## src/hdl/skcp_pkg.sv

```systemverilog
package skcp_pkg;

	localparam int TDATA_W = 48;
	localparam int TUSER_W = 2;
	localparam int PAD_W   = 4;

	typedef enum logic [1:0] {
		KIND_KEYWORD = 2'd0,
		KIND_NUMBER  = 2'd1,
		KIND_TEXT    = 2'd2,
		KIND_EMPTY   = 2'd3
	} kind_t;

	typedef enum logic [0:0] {
		OP_STORE = 1'b0,
		OP_END   = 1'b1
	} op_t;

	typedef struct packed {
		op_t        op;
		logic [7:0] ch;
	} cmd_t;

	typedef struct packed {
		logic       hit;
		logic [2:0] code;
	} kw_hit_t;

	localparam logic [7:0] CH_STAR  = 8'h2A;
	localparam logic [7:0] CH_LF    = 8'h0A;
	localparam logic [7:0] CH_FF    = 8'h0C;
	localparam logic [7:0] CH_CR    = 8'h0D;
	localparam logic [7:0] CH_TAB   = 8'h09;
	localparam logic [7:0] CH_SP    = 8'h20;
	localparam logic [7:0] CH_PLUS  = 8'h2B;
	localparam logic [7:0] CH_MINUS = 8'h2D;
	localparam logic [7:0] CH_0     = 8'h30;
	localparam logic [7:0] CH_9     = 8'h39;
	localparam logic [7:0] CH_A     = 8'h41;
	localparam logic [7:0] CH_NUL   = 8'h00;

	localparam logic [2:0] KW_HORA = 3'd4;

	// first three letters of each keyword, code order
	localparam logic [23:0] KW_HEAD [8] = '{
		"VEL", "ANO", "DIA", "MES", "HOR", "SEM", "MIN", "SEG"
	};

	// h0..h2 hold stored text, b is the byte being appended
	function automatic kw_hit_t kw_lookup(input logic [7:0] h0, input logic [7:0] h1,
		input logic [7:0] h2, input logic [7:0] b, input logic at2, input logic at3);
		kw_hit_t r;
		r = '0;
		for (int k = 0; k < 8; k++) begin
			if (3'(k) == KW_HORA) begin
				if (at3 && {h0, h1, h2} == KW_HEAD[k] && b == CH_A) begin
					r.hit  = 1'b1;
					r.code = 3'(k);
				end
			end else if (at2 && {h0, h1, b} == KW_HEAD[k]) begin
				r.hit  = 1'b1;
				r.code = 3'(k);
			end
		end
		return r;
	endfunction

endpackage

```

## src/hdl/skcp_fifo.sv

```systemverilog
module skcp_fifo (
	input  logic              clk,
	input  logic              arst_n,
	input  logic              push,
	input  skcp_pkg::cmd_t    push_cmd,
	input  logic              pop,
	output logic              valid,
	output skcp_pkg::cmd_t    head,
	output logic              full
);

	localparam int DEPTH = 4;
	localparam int PTR_W = $clog2(DEPTH);

	skcp_pkg::cmd_t   mem_q [DEPTH];
	logic [PTR_W-1:0] wp_q;
	logic [PTR_W-1:0] rp_q;
	logic [PTR_W:0]   cnt_q;

	assign valid = (cnt_q != '0);
	assign full  = (cnt_q == (PTR_W+1)'(DEPTH));
	assign head  = mem_q[rp_q];

	always_ff @(posedge clk) begin
		if (push) begin
			mem_q[wp_q] <= push_cmd;
		end
	end

	always_ff @(posedge clk or negedge arst_n) begin
		if (!arst_n) begin
			wp_q  <= '0;
			rp_q  <= '0;
			cnt_q <= '0;
		end else begin
			if (push) begin
				wp_q <= wp_q + 1'b1;
			end
			if (pop) begin
				rp_q <= rp_q + 1'b1;
			end
			cnt_q <= cnt_q + (PTR_W+1)'(push) - (PTR_W+1)'(pop);
		end
	end

endmodule

```

## src/hdl/skcp_front.sv

```systemverilog
module skcp_front (
	input  logic              s_tvalid,
	output logic              s_tready,
	input  logic [7:0]        s_tdata,
	input  logic              q_full,
	output logic              push,
	output skcp_pkg::cmd_t    push_cmd
);

	logic skip;

	// line control characters never reach the store
	assign skip = (s_tdata == skcp_pkg::CH_LF) || (s_tdata == skcp_pkg::CH_FF)
		|| (s_tdata == skcp_pkg::CH_CR);

	assign s_tready = !q_full;
	assign push     = s_tvalid && !q_full && !skip;

	always_comb begin
		push_cmd.ch = s_tdata;
		push_cmd.op = (s_tdata == skcp_pkg::CH_STAR) ? skcp_pkg::OP_END : skcp_pkg::OP_STORE;
	end

endmodule

```

## src/hdl/skcp_back.sv

```systemverilog
module skcp_back #(
	parameter int STORE_LEN = 20
) (
	input  logic                          clk,
	input  logic                          arst_n,
	input  logic                          q_valid,
	input  skcp_pkg::cmd_t                q_cmd,
	output logic                          pop,
	output logic                          m_tvalid,
	input  logic                          m_tready,
	output logic [skcp_pkg::TDATA_W-1:0]  m_tdata,
	output logic [skcp_pkg::TUSER_W-1:0]  m_tuser,
	output logic                          m_tlast
);

	localparam int IDX_W = $clog2(STORE_LEN);

	typedef enum logic [3:0] {
		ST_IDLE = 4'b0001,
		ST_NUM  = 4'b0010,
		ST_TXT  = 4'b0100,
		ST_FIN  = 4'b1000
	} state_t;

	state_t           state_q, state_d;
	logic [7:0]       mem [STORE_LEN];
	logic [7:0]       rd_q;
	logic [7:0]       hd_q [3];
	logic [IDX_W-1:0] fill_q, fill_d;
	logic [IDX_W-1:0] idx_q, idx_d;
	logic             pend_q, pend_d;
	logic [2:0]       pkw_q, pkw_d;
	logic             drop_q, drop_d;
	logic [31:0]      acc_q, acc_d;
	logic             neg_q, neg_d;
	logic             ws_q, ws_d;
	logic [7:0]       hold_q, hold_d;
	logic             held_q, held_d;

	logic             ov_q;
	skcp_pkg::kind_t  okind_q;
	logic [2:0]       okw_q;
	logic [31:0]      oval_q;
	logic [7:0]       otb_q;
	logic             olast_q;
	logic             oovf_q;

	logic             out_free;
	logic             we;
	logic             rd_en;
	logic [IDX_W-1:0] rd_addr;
	logic             emit;
	skcp_pkg::kind_t  e_kind;
	logic [2:0]       e_kw;
	logic [31:0]      e_val;
	logic [7:0]       e_tb;
	logic             e_last;
	logic             at_end;
	logic             is_ws;
	logic             is_sign;
	logic             is_dig;
	logic [3:0]       dig;
	logic             store_full;
	skcp_pkg::kw_hit_t kw;

	assign out_free   = !ov_q || m_tready;
	assign at_end     = (idx_q == fill_q) || (rd_q == skcp_pkg::CH_NUL);
	assign is_ws      = (rd_q == skcp_pkg::CH_SP)
		|| (rd_q >= skcp_pkg::CH_TAB && rd_q <= skcp_pkg::CH_CR);
	assign is_sign    = (rd_q == skcp_pkg::CH_PLUS) || (rd_q == skcp_pkg::CH_MINUS);
	assign is_dig     = (rd_q >= skcp_pkg::CH_0) && (rd_q <= skcp_pkg::CH_9);
	assign dig        = 4'(rd_q - skcp_pkg::CH_0);
	assign store_full = (fill_q >= IDX_W'(STORE_LEN - 1));
	assign kw = skcp_pkg::kw_lookup(hd_q[0], hd_q[1], hd_q[2], q_cmd.ch,
		fill_q == IDX_W'(2), fill_q == IDX_W'(3));

	always_comb begin
		state_d = state_q;
		fill_d  = fill_q;
		idx_d   = idx_q;
		pend_d  = pend_q;
		pkw_d   = pkw_q;
		drop_d  = drop_q;
		acc_d   = acc_q;
		neg_d   = neg_q;
		ws_d    = ws_q;
		hold_d  = hold_q;
		held_d  = held_q;
		pop     = 1'b0;
		we      = 1'b0;
		rd_en   = 1'b0;
		rd_addr = idx_q + 1'b1;
		emit    = 1'b0;
		e_kind  = skcp_pkg::KIND_TEXT;
		e_kw    = '0;
		e_val   = '0;
		e_tb    = '0;
		e_last  = 1'b0;
		unique case (state_q)
			ST_IDLE: begin
				if (q_valid) begin
					if (q_cmd.op == skcp_pkg::OP_END) begin
						pop     = 1'b1;
						rd_en   = 1'b1;
						rd_addr = '0;
						idx_d   = '0;
						acc_d   = '0;
						neg_d   = 1'b0;
						ws_d    = 1'b1;
						held_d  = 1'b0;
						state_d = pend_q ? ST_NUM : ST_TXT;
					end else if (store_full) begin
						pop    = 1'b1;
						drop_d = 1'b1;
					end else if (out_free) begin
						pop    = 1'b1;
						we     = 1'b1;
						fill_d = fill_q + 1'b1;
						if (kw.hit) begin
							emit   = 1'b1;
							e_kind = skcp_pkg::KIND_KEYWORD;
							e_kw   = kw.code;
							e_last = 1'b1;
							fill_d = '0;
							pend_d = 1'b1;
							pkw_d  = kw.code;
						end
					end
				end
			end
			ST_NUM: begin
				if (at_end) begin
					state_d = ST_FIN;
				end else if (ws_q && is_ws) begin
					idx_d = idx_q + 1'b1;
					rd_en = 1'b1;
				end else if (ws_q && is_sign) begin
					neg_d = (rd_q == skcp_pkg::CH_MINUS);
					ws_d  = 1'b0;
					idx_d = idx_q + 1'b1;
					rd_en = 1'b1;
				end else if (is_dig) begin
					acc_d = (acc_q << 3) + (acc_q << 1) + {28'd0, dig};
					ws_d  = 1'b0;
					idx_d = idx_q + 1'b1;
					rd_en = 1'b1;
				end else begin
					state_d = ST_FIN;
				end
			end
			ST_TXT: begin
				if (!held_q) begin
					if (at_end) begin
						if (out_free) begin
							emit    = 1'b1;
							e_kind  = skcp_pkg::KIND_EMPTY;
							e_last  = 1'b1;
							fill_d  = '0;
							pend_d  = 1'b0;
							pkw_d   = '0;
							drop_d  = 1'b0;
							state_d = ST_IDLE;
						end
					end else begin
						hold_d = rd_q;
						held_d = 1'b1;
						idx_d  = idx_q + 1'b1;
						rd_en  = 1'b1;
					end
				end else if (out_free) begin
					emit = 1'b1;
					e_tb = hold_q;
					if (at_end) begin
						e_last  = 1'b1;
						fill_d  = '0;
						pend_d  = 1'b0;
						pkw_d   = '0;
						drop_d  = 1'b0;
						state_d = ST_IDLE;
					end else begin
						hold_d = rd_q;
						idx_d  = idx_q + 1'b1;
						rd_en  = 1'b1;
					end
				end
			end
			ST_FIN: begin
				if (out_free) begin
					emit    = 1'b1;
					e_kind  = skcp_pkg::KIND_NUMBER;
					e_kw    = pkw_q;
					e_val   = neg_q ? (32'd0 - acc_q) : acc_q;
					e_last  = 1'b1;
					fill_d  = '0;
					pend_d  = 1'b0;
					pkw_d   = '0;
					drop_d  = 1'b0;
					state_d = ST_IDLE;
				end
			end
			default: begin
				state_d = ST_IDLE;
			end
		endcase
	end

	// text store, one write and one registered read port
	always_ff @(posedge clk) begin
		if (we) begin
			mem[fill_q] <= q_cmd.ch;
		end
		if (rd_en) begin
			rd_q <= mem[rd_addr];
		end
		if (we && fill_q < IDX_W'(3)) begin
			hd_q[fill_q[1:0]] <= q_cmd.ch;
		end
	end

	always_ff @(posedge clk) begin
		acc_q  <= acc_d;
		neg_q  <= neg_d;
		ws_q   <= ws_d;
		hold_q <= hold_d;
		idx_q  <= idx_d;
		if (emit) begin
			okind_q <= e_kind;
			okw_q   <= e_kw;
			oval_q  <= e_val;
			otb_q   <= e_tb;
			olast_q <= e_last;
			oovf_q  <= drop_q;
		end
	end

	always_ff @(posedge clk or negedge arst_n) begin
		if (!arst_n) begin
			state_q <= ST_IDLE;
			fill_q  <= '0;
			pend_q  <= 1'b0;
			pkw_q   <= '0;
			drop_q  <= 1'b0;
			held_q  <= 1'b0;
			ov_q    <= 1'b0;
		end else begin
			state_q <= state_d;
			fill_q  <= fill_d;
			pend_q  <= pend_d;
			pkw_q   <= pkw_d;
			drop_q  <= drop_d;
			held_q  <= held_d;
			if (emit) begin
				ov_q <= 1'b1;
			end else if (m_tready) begin
				ov_q <= 1'b0;
			end
		end
	end

	assign m_tvalid = ov_q;
	assign m_tuser  = okind_q;
	assign m_tlast  = olast_q;
	assign m_tdata  = {{skcp_pkg::PAD_W{1'b0}}, oovf_q, otb_q, oval_q, okw_q};

endmodule

```

## src/hdl/serial_keyword_command_parser_top.sv

```systemverilog
// channel  dir  tdata (low bit up)                                 tuser  tlast
// s_axis   in   rx_byte[7:0]                                       -      -
// m_axis   out  keyword[2:0] value[34:3] text_byte[42:35]          kind   last
//               overflowed[43] zero[47:44]
//
// a stored byte is written into the back end's store, an ignored byte never reaches it
// a '*' ends a command and starts the read-back of its text characters or of its number field
// the front takes a byte each cycle while the four-word queue has room
// reset clears all control state at once, no clearing pass over the store
// a stalled result holds the back end; the front keeps filling the queue
module serial_keyword_command_parser_top #(
	parameter int STORE_LEN = 20
) (
	input  logic                          clk,
	input  logic                          arst_n,
	input  logic                          s_tvalid,
	output logic                          s_tready,
	input  logic [7:0]                    s_tdata,  // rx_byte
	output logic                          m_tvalid,
	input  logic                          m_tready,
	// keyword, value, text_byte, overflowed, zero pad
	output logic [skcp_pkg::TDATA_W-1:0]  m_tdata,
	output logic [skcp_pkg::TUSER_W-1:0]  m_tuser,  // kind
	output logic                          m_tlast
);

	logic           push;
	skcp_pkg::cmd_t push_cmd;
	logic           q_full;
	logic           q_valid;
	skcp_pkg::cmd_t q_cmd;
	logic           pop;

	skcp_front u_front (
		.s_tvalid (s_tvalid),
		.s_tready (s_tready),
		.s_tdata  (s_tdata),
		.q_full   (q_full),
		.push     (push),
		.push_cmd (push_cmd)
	);

	skcp_fifo u_fifo (
		.clk      (clk),
		.arst_n   (arst_n),
		.push     (push),
		.push_cmd (push_cmd),
		.pop      (pop),
		.valid    (q_valid),
		.head     (q_cmd),
		.full     (q_full)
	);

	skcp_back #(
		.STORE_LEN (STORE_LEN)
	) u_back (
		.clk      (clk),
		.arst_n   (arst_n),
		.q_valid  (q_valid),
		.q_cmd    (q_cmd),
		.pop      (pop),
		.m_tvalid (m_tvalid),
		.m_tready (m_tready),
		.m_tdata  (m_tdata),
		.m_tuser  (m_tuser),
		.m_tlast  (m_tlast)
	);

endmodule

```

## config.mk

```make
export PLATFORM = sky130hd
export DESIGN_NAME = serial_keyword_command_parser_top
export DESIGN_NICKNAME = d
export VERILOG_FILES = /design/src/hdl/skcp_pkg.sv /design/src/hdl/skcp_fifo.sv /design/src/hdl/skcp_front.sv /design/src/hdl/skcp_back.sv /design/src/hdl/serial_keyword_command_parser_top.sv
export SDC_FILE = /design/constraint.sdc
export NUM_CORES = 1
export LEC_CHECK = 0
export ABC_CLOCK_PERIOD_IN_PS = 5100
export BUFFER_PORTS_ARGS = -buffer_cell sky130_fd_sc_hd__buf_2
export CORE_UTILIZATION = 55
export CTS_CLUSTER_SIZE = 30
export DETAILED_ROUTE_END_ITERATION = 8
export GPL_TIMING_DRIVEN = 1
export PLACE_DENSITY = 0.8
export RECOVER_POWER = 100
export SLEW_MARGIN = 40
export SYNTH_ARGS = -nofsm -noshare
export SYNTH_HDL_FRONTEND = slang
export SYNTH_SLANG_ARGS = --single-unit
export TNS_END_PERCENT = 100
```

## constraint.sdc

```tcl
create_clock -name clk -period 5.1 [get_ports clk]
set_clock_uncertainty 0.2 [all_clocks]
set_input_delay 0.255 -clock clk [delete_from_list [all_inputs] [get_ports clk]]
set_output_delay 0.255 -clock clk [all_outputs]
set_load 0.02 [all_outputs]
```

==> flow_summary.yaml, run 1 <==
status:
  status: "finished with violations"
  violations: "max-capacitance violations, max-slew violations"
layout:
  final_cells: 1847
  fillerInstances: 2202
  layout-drive-gt1-share: 0.0659
  finish.utilization: 0.629
  seqCellArea_um2: 10200
  syn2layout_area_growth_pct: 11.7
  nets: 1515
  multi_input_area_um2: 6340
  diodes: 0
  fin_area_um2: 18900
cts:
  clk_latency_ns: 0.55
  cts_buffers: 37
  clock_sinks: 345
  clockRootBuffer: "clkbuf_16"
  htree_levels: 2
  path_clk_slew_ns: 0.06
  cts_setup_buffers: 0
  cts_tree: "built"
  cts-resized-gates: 0
  clockBufferDepth: 3
run:
  drv_cap: 1
grt:
  grt_pass1_vias: 11048
  overflow: 0
  antenna_found_initial: 0
  grt_pass1_wl_um: 57900
  grt_util_all_layers: 0.235
  grt_max_degree: 63
detailed_routing:
  wl_per_cell_um: 19.6
  first_pass_iters: 5
  drt_iter0_drc: 897
  vias: 11211
  finalWirelength_um: 36300
  viasPerCell: 6.07
  ant_nets: 0
  drc_errors: 0
worst_setup_path:
  worst_setup_path_start_kind: "flop"
  worstRegToRegCells: 8
  setup.worst_path.end_class: "flop"
  cp.arrival_ns: 4.26
  criticalPathCategory: "reg2reg"
  reg2reg_to: "u_back.otb_q[2]$_SDFFCE_PN0P_"
  crit_fanout: 47
  r2r-start: "u_fifo.rp_q[0]$_DFFE_PN0P_"
  worstPathRequired_ns: 5.06
  r2r_slack_ns: 0.79
timing:
  min_period_over_period: 0.845
  grt_setup_unrepaired: "false"
  slew_headroom: -0.115
  max_freq_mhz: 232
  fin_ws_ns: 0.793
  worst_pin_slew_ns: 1.67
  finalSetupTns_ns: 0
  setup_viol: 0
  drv_slew: 14
  fin_crit_ns: 4.31
  hold_viol: 0
worst_hold_path:
  min_path_cells: 2
  holdPathEnd: "u_back.pkw_q[1]$_DFFE_PN0P_"
  hp-start: "u_back.pkw_q[1]$_DFFE_PN0P_"
  hold_path.class: "reg2reg"
floorplanning:
  die_h_um: 177
  core_area_um2: 30000
  rows: 63
  io_pins: 65
  start_util: 0.564
  die-area_um2: 31400
  die_w_um: 177
placement:
  dp_cells: 1769
  preCtsSetupSlack_ns: 0.831
  placed_cell_area_um2: 17600
  port_buffers: 60
  hpwl_um: 23700
  place.gp.congestion: 0.884
yosys:
  yosys_warnings: 0
  synthCells: 1349
  seq_area_frac_synth: 0.607
  synth_area_um2: 16900
  syn_area_per_cell_um2: 12.5
  ys.flop_type: "edfxtp_1"
  synthArstFlopShare: 0.0667
  ys_ff_latch: 345
  synth.distinct_cells: 75
  synth_enable_flop_cells: 322
power_and_ir_drop:
  p_leak_uw: 0.00660
  power-per-cell-area_nw_per_um2: 677
  ir_worst_vdd_v: 0.000398
==> routing by layer <==
layer | vias to the layer above | track usage | part of all wire
li1 | 5312 | - | -
met1 | 5459 | 0.316 | 0.42
met2 | 375 | 0.396 | 0.49
met3 | 65 | 0.0322 | 0.059
met4 | 0 | 0.0744 | 0.022
met5 | - | 0 | 0
==> through the flow <==
stage | hold slack [ns] | power, uW
CTS | 0.0610 | 12800
floorplan | -0.241 | 8550
global route | 0.289 | 13600
finish | 0.274 | 12800
detailed placement | 0.0868 | 10100
global placement | 0.0726 | 9810
==> power by group <==
group,leakage [uW],internal (uW),switching (uW)
logic,0.00274,2020,3540
registers,0.00326,4020,499
clock network,0.000600,1550,1120
==> worst max-delay path, cell delays in order (launching register included) <==
cell      delay (ns)
dfrtp_1         0.76
mux4_2          0.83
or4b_1          0.73
nor4_1          0.29
o21ai_0         0.10
o311ai_0        0.12
o21bai_1        0.24
nand2_2         0.11
buf_4           0.49
==> kinds of logic (layout without fill, tap and decap cells) <==
| kind of cell | Yosys count | in the layout | share of synthesized area |
|---|---|---|---|
| xor gates and xnor gates | 67 | 67 | 0.0348 |
| AOI/OAI and AO/OA | 252 | 252 | 0.102 |
| DFF | 345 | 345 | 0.607 |
| buffers and inverters | 83 | 180 | 0.0209 |
| adders and majority gates | 73 | 73 | 0.0554 |
| and+or+nand+nor | 492 | 492 | 0.151 |
| muxes | 36 | 36 | 0.0290 |
| other | 1 | 12 | 0.000222 |
==> cell usage after synthesis, types with 22 or more instances <==
library cell,count,area [um2]
edfxtp_1,322,9670
nor2_1,124,465
nand2_1,96,360
ha_1,70,876
o21ai_0,53,265
a21oi_1,45,225
xor2_1,43,377
clkbuf_1,41,154
nand3_1,40,200
nor3_1,33,165
a211oi_1,32,240
nor2b_1,31,194
nand2b_1,28,175
mux2i_1,26,260
inv_1,25,93.8
and3_1,24,150
o311ai_0,24,210
xnor2_1,24,210
dfrtp_1,22,551
==> layout make-up <==
cell class / count / area share
clock buffers: 39 / 0.0495
clock inverters: 27 / 0.0154
inverters: 25 / 0.00498
multi-input cells: 932 / 0.336
flip-flops and latches: 345 / 0.544
well taps: 390 / 0.0259
repair buffers: 89 / 0.0244
==> sequential cells by signal, summed over array words and instances (netlist names), 8 cells and up <==
name,flops
u_back.acc_q,32
u_back.hd_q,24
u_back.hold_q,8
u_back.mem,160
u_back.otb_q,8
u_back.oval_q,32
u_back.rd_q,8
u_fifo.mem_q,36
==> worst max-delay path by stage <==
stage / startpoint / to / slack, ns / depth (start not counted)
3_3_place_gp: u_fifo.rp_q[0]$_DFFE_PN0P_ / u_back.otb_q[4]$_SDFFCE_PN0P_ / 0.92 / 8
2_1_floorplan: u_fifo.rp_q[0]$_DFFE_PN0P_ / u_back.m_tlast$_DFFE_PP_ / 0.96 / 9
6_report: u_fifo.rp_q[0]$_DFFE_PN0P_ / u_back.otb_q[2]$_SDFFCE_PN0P_ / 0.79 / 8
3_5_place_dp: u_fifo.rp_q[0]$_DFFE_PN0P_ / u_back.otb_q[4]$_SDFFCE_PN0P_ / 0.83 / 8
4_1_cts: u_fifo.rp_q[0]$_DFFE_PN0P_ / u_back.otb_q[3]$_SDFFCE_PN0P_ / 0.82 / 8
5_1_grt: u_fifo.rp_q[0]$_DFFE_PN0P_ / u_back.otb_q[3]$_SDFFCE_PN0P_ / 0.49 / 8
==> placed cells by master (no fill, tap or decap), drive strengths merged, types with 8 or more instances in the layout <==
cell type      n
a211oi        32
a21o          10
a21oi         45
and2          22
and3          24
buf           13
clkbuf       104
clkinv        19
conb          12
dfrtp         22
dlygate4sd3   11
edfxtp       322
ha            70
inv           28
mux2i         26
mux4          10
nand2         96
nand2b        28
nand3         40
nand3b         8
nand4         12
nor2         124
nor2b         31
nor3          33
nor4          15
o211ai        14
o21ai         54
o311ai        24
o31ai         13
o41ai          8
or2            8
or3           11
or4            8
xnor2         24
xor2          43
==> timing repair <==
item                       CTS  global route
setup endpoints to repair    0             0
hold endpoints to repair    62             0
hold buffers                11             0
Note: power is estimated with default switching activity, not from simulation.
==> inputs of run 2 (changes only) <==
--- a/config.mk
+++ b/config.mk
@@ -5,7 +5,8 @@
 export SDC_FILE = /design/constraint.sdc
 export NUM_CORES = 1
 export LEC_CHECK = 0
-export ABC_CLOCK_PERIOD_IN_PS = 5100
+export ABC_AREA = 1
+export ABC_CLOCK_PERIOD_IN_PS = 4500
 export BUFFER_PORTS_ARGS = -buffer_cell sky130_fd_sc_hd__buf_2
 export CORE_UTILIZATION = 55
 export CTS_CLUSTER_SIZE = 30
==> constraint.sdc (replaced) <==
create_clock -name clk -period 4.5 [get_ports clk]
set_clock_uncertainty 0.2 [all_clocks]
set_input_delay 0.225 -clock clk [delete_from_list [all_inputs] [get_ports clk]]
set_output_delay 0.225 -clock clk [all_outputs]
set_load 0.02 [all_outputs]
==> flow_summary.yaml, run 2 <==
floorplanning:
  die-area_um2: 33200
  io_pins: 65
  core_area_um2: 31700
  start_util: 0.563
  rows: 65
  die_h_um: 182
  die_w_um: 182
yosys:
  synth_enable_flop_cells: 322
  ys.flop_type: "edfxtp_1"
  synth_adder_area_share: 0.0524
  synth.most_common_cell: "nand2_1"
  synth_area_um2: 17900
  synth_compound_area_frac: 0.0689
  synth_top_family_by_area: "simple AND/OR/NAND/NOR gates"
  synthMuxAreaShare: 0
  synth.distinct_cells: 56
  synth_xor_area_frac: 0.00785
  ys_ff_latch: 345
  synthArstFlopShare: 0.0667
  yosysTopAreaCell: "edfxtp_1"
  synthTopCellsByCount: "nand2_1, edfxtp_1, nor2_1, inv_1, nand3_1"
  seq_area_frac_synth: 0.574
  synth_top_cell_area_share: 0.541
  syn_area_per_cell_um2: 9.61
  synthCells: 1859
  yosys.area_share.simple: 0.235
  yosys_warnings: 0
  synthTopCellsByArea: "edfxtp_1, nand2_1, nand3_1"
layout:
  top_regs: "u_back.mem: 160 flops, u_fifo.mem_q: 36 flops"
  syn2layout_area_growth_pct: 10.3
  diodes: 0
  final_cell_mix: "nand2_1, edfxtp_1, nor2_1, inv_1, nand3_1"
  layout-drive-gt1-share: 0.0472
  final_common_cell: "nand2_1"
  largest_register: "u_back.mem"
  largest_register_ffs: 160
  nets: 2031
cts:
  htree_levels: 2
  cts-resized-gates: 0
  cts_setup_buffers: 0
  clock_sinks: 345
  clockRootBuffer: "clkbuf_16"
  clk_latency_ns: 0.56
  cts_tree: "built"
  path_clk_slew_ns: 0.06
  clockBufferDepth: 3
  cts_buffers: 37
  holdBufCountCts: 13
placement:
  place.gp.congestion: 1.00
  hpwl_um: 28000
  port_buffers: 60
worst_setup_path:
  setup.worst_path.end_class: "flop"
  criticalPathCategory: "reg2reg"
  worstRegToRegCells: 15
  worst_setup_path_start_kind: "flop"
  crit_fanout: 42
  cp.arrival_ns: 3.94
  worstPathRequired_ns: 4.58
  r2r_slack_ns: 0.64
power_and_ir_drop:
  p_int_uw: 8660
  total_power_uw: 16100
  switchingPower_uw: 7420
  p_seq_frac: 0.330
  p_leak_uw: 0.00803
  switching_share: 0.461
  comb_power_share: 0.494
  pwr-share-clk: 0.176
  ir_worst_vdd_v: 0.000618
  power-per-cell-area_nw_per_um2: 817
worst_hold_path:
  min_path_cells: 0
  hold_path.class: "reg2reg"
detailed_routing:
  finalWirelength_um: 41300
  vias: 13667
  first_pass_iters: 6
  drc_errors: 0
  drt_iter0_drc: 1256
  viasPerCell: 5.76
  ant_nets: 0
  wl_per_cell_um: 17.4
grt:
  met1_usage: 0.336
  met2_usage: 0.422
  overflow: 0
  grtUsageMet3: 0.0389
  top_usage_layer: "met2"
  grt_pass1_vias: 12979
  grt_max_degree: 65
  grt_pass1_wl_um: 66200
  antenna_found_initial: 0
  grt_util_all_layers: 0.253
timing:
  min_period_over_period: 0.859
  worst_pin_slew_ns: 1.34
  slew_headroom: 0.108
  hold_ws_ns: 0.293
  hold_viol: 0
  max_freq_mhz: 259
  drv_slew: 0
  setup_viol: 0
  fin_crit_ns: 3.86
  grt_setup_unrepaired: "false"
  finalSetupTns_ns: 0
run:
  drv_cap: 0
status:
  status: "finished clean"
[run 2: worst paths after layout]
kind                                               end                        from
max                           u_back.rd_q[7]$_DFFE_PP_  u_fifo.rp_q[0]$_DFFE_PN0P_
min                         u_back.hold_q[7]$_DFFE_PP_    u_back.rd_q[7]$_DFFE_PP_
max reg2reg                   u_back.rd_q[7]$_DFFE_PP_  u_fifo.rp_q[0]$_DFFE_PN0P_
min reg2reg                 u_back.hold_q[7]$_DFFE_PP_    u_back.rd_q[7]$_DFFE_PP_
max in group asynchronous  u_back.m_tvalid$_DFFE_PN0P_                      arst_n
min in group asynchronous   u_fifo.wp_q[1]$_DFFE_PN0P_                      arst_n
[run 2: cells by family (layout without fill, tap and decap cells)]
group,Yosys count,count (layout)
compound gates,223,223
xor+xnor,16,16
fa+ha+maj,73,73
buf+inv,271,372
flops,345,345
other cells,1,12
simple gates,930,930
[run 2: critical path, stage by stage (launching register included)]
cell,delay [ns]
dfrtp_1,0.70
inv_1,0.44
nand2_1,0.14
nand3_1,0.10
nand2_1,0.20
nor2_4,0.08
nand2_4,0.25
buf_4,0.46
nand2_1,0.10
buf_4,0.23
inv_2,0.29
nand3_1,0.13
nand3_1,0.10
nand2_1,0.06
nand2_1,0.06
nand2_1,0.06
[run 2: metal layers]
metal  up-vias  share of wire
met1      6455           0.43
met2       584           0.48
li1       6534              -
met4         0          0.025
met3        94          0.069
met5         -              0
[run 2: per-stage QoR]
step | setup WS (ns) | std cells | instance area (um2) | util
floorplan | 0.654 | 1870 | 17900 | -
global placement | 1.13 | 2295 | 18600 | 0.586
detailed placement | 0.957 | 2296 | 18600 | 0.587
CTS | 0.924 | 2373 | 19900 | 0.627
global route | 0.316 | 2373 | 19700 | 0.621
finish | 0.635 | 2373 | 19700 | 0.621
[run 2: layout make-up]
type / count / area [um2]
tap: 402 / 503
clock buffer: 48 / 967
multi-input combinational: 1254 / 6520
inverter: 215 / 807
sequential: 345 / 10200
clock inverter: 16 / 156
timing repair buffer: 93 / 493
fill: 2563 / 12000
[run 2: power by group through the flow]
stage / sequential (uW) / combinational [uW] / clock [uW]
after floorplan: 5210 / 5790 / 0
after global placement: 5330 / 7640 / 0
after detailed placement: 5350 / 7880 / 0
after CTS: 5290 / 7930 / 2870
after global routing: 5380 / 8880 / 3000
final: 5310 / 7940 / 2830
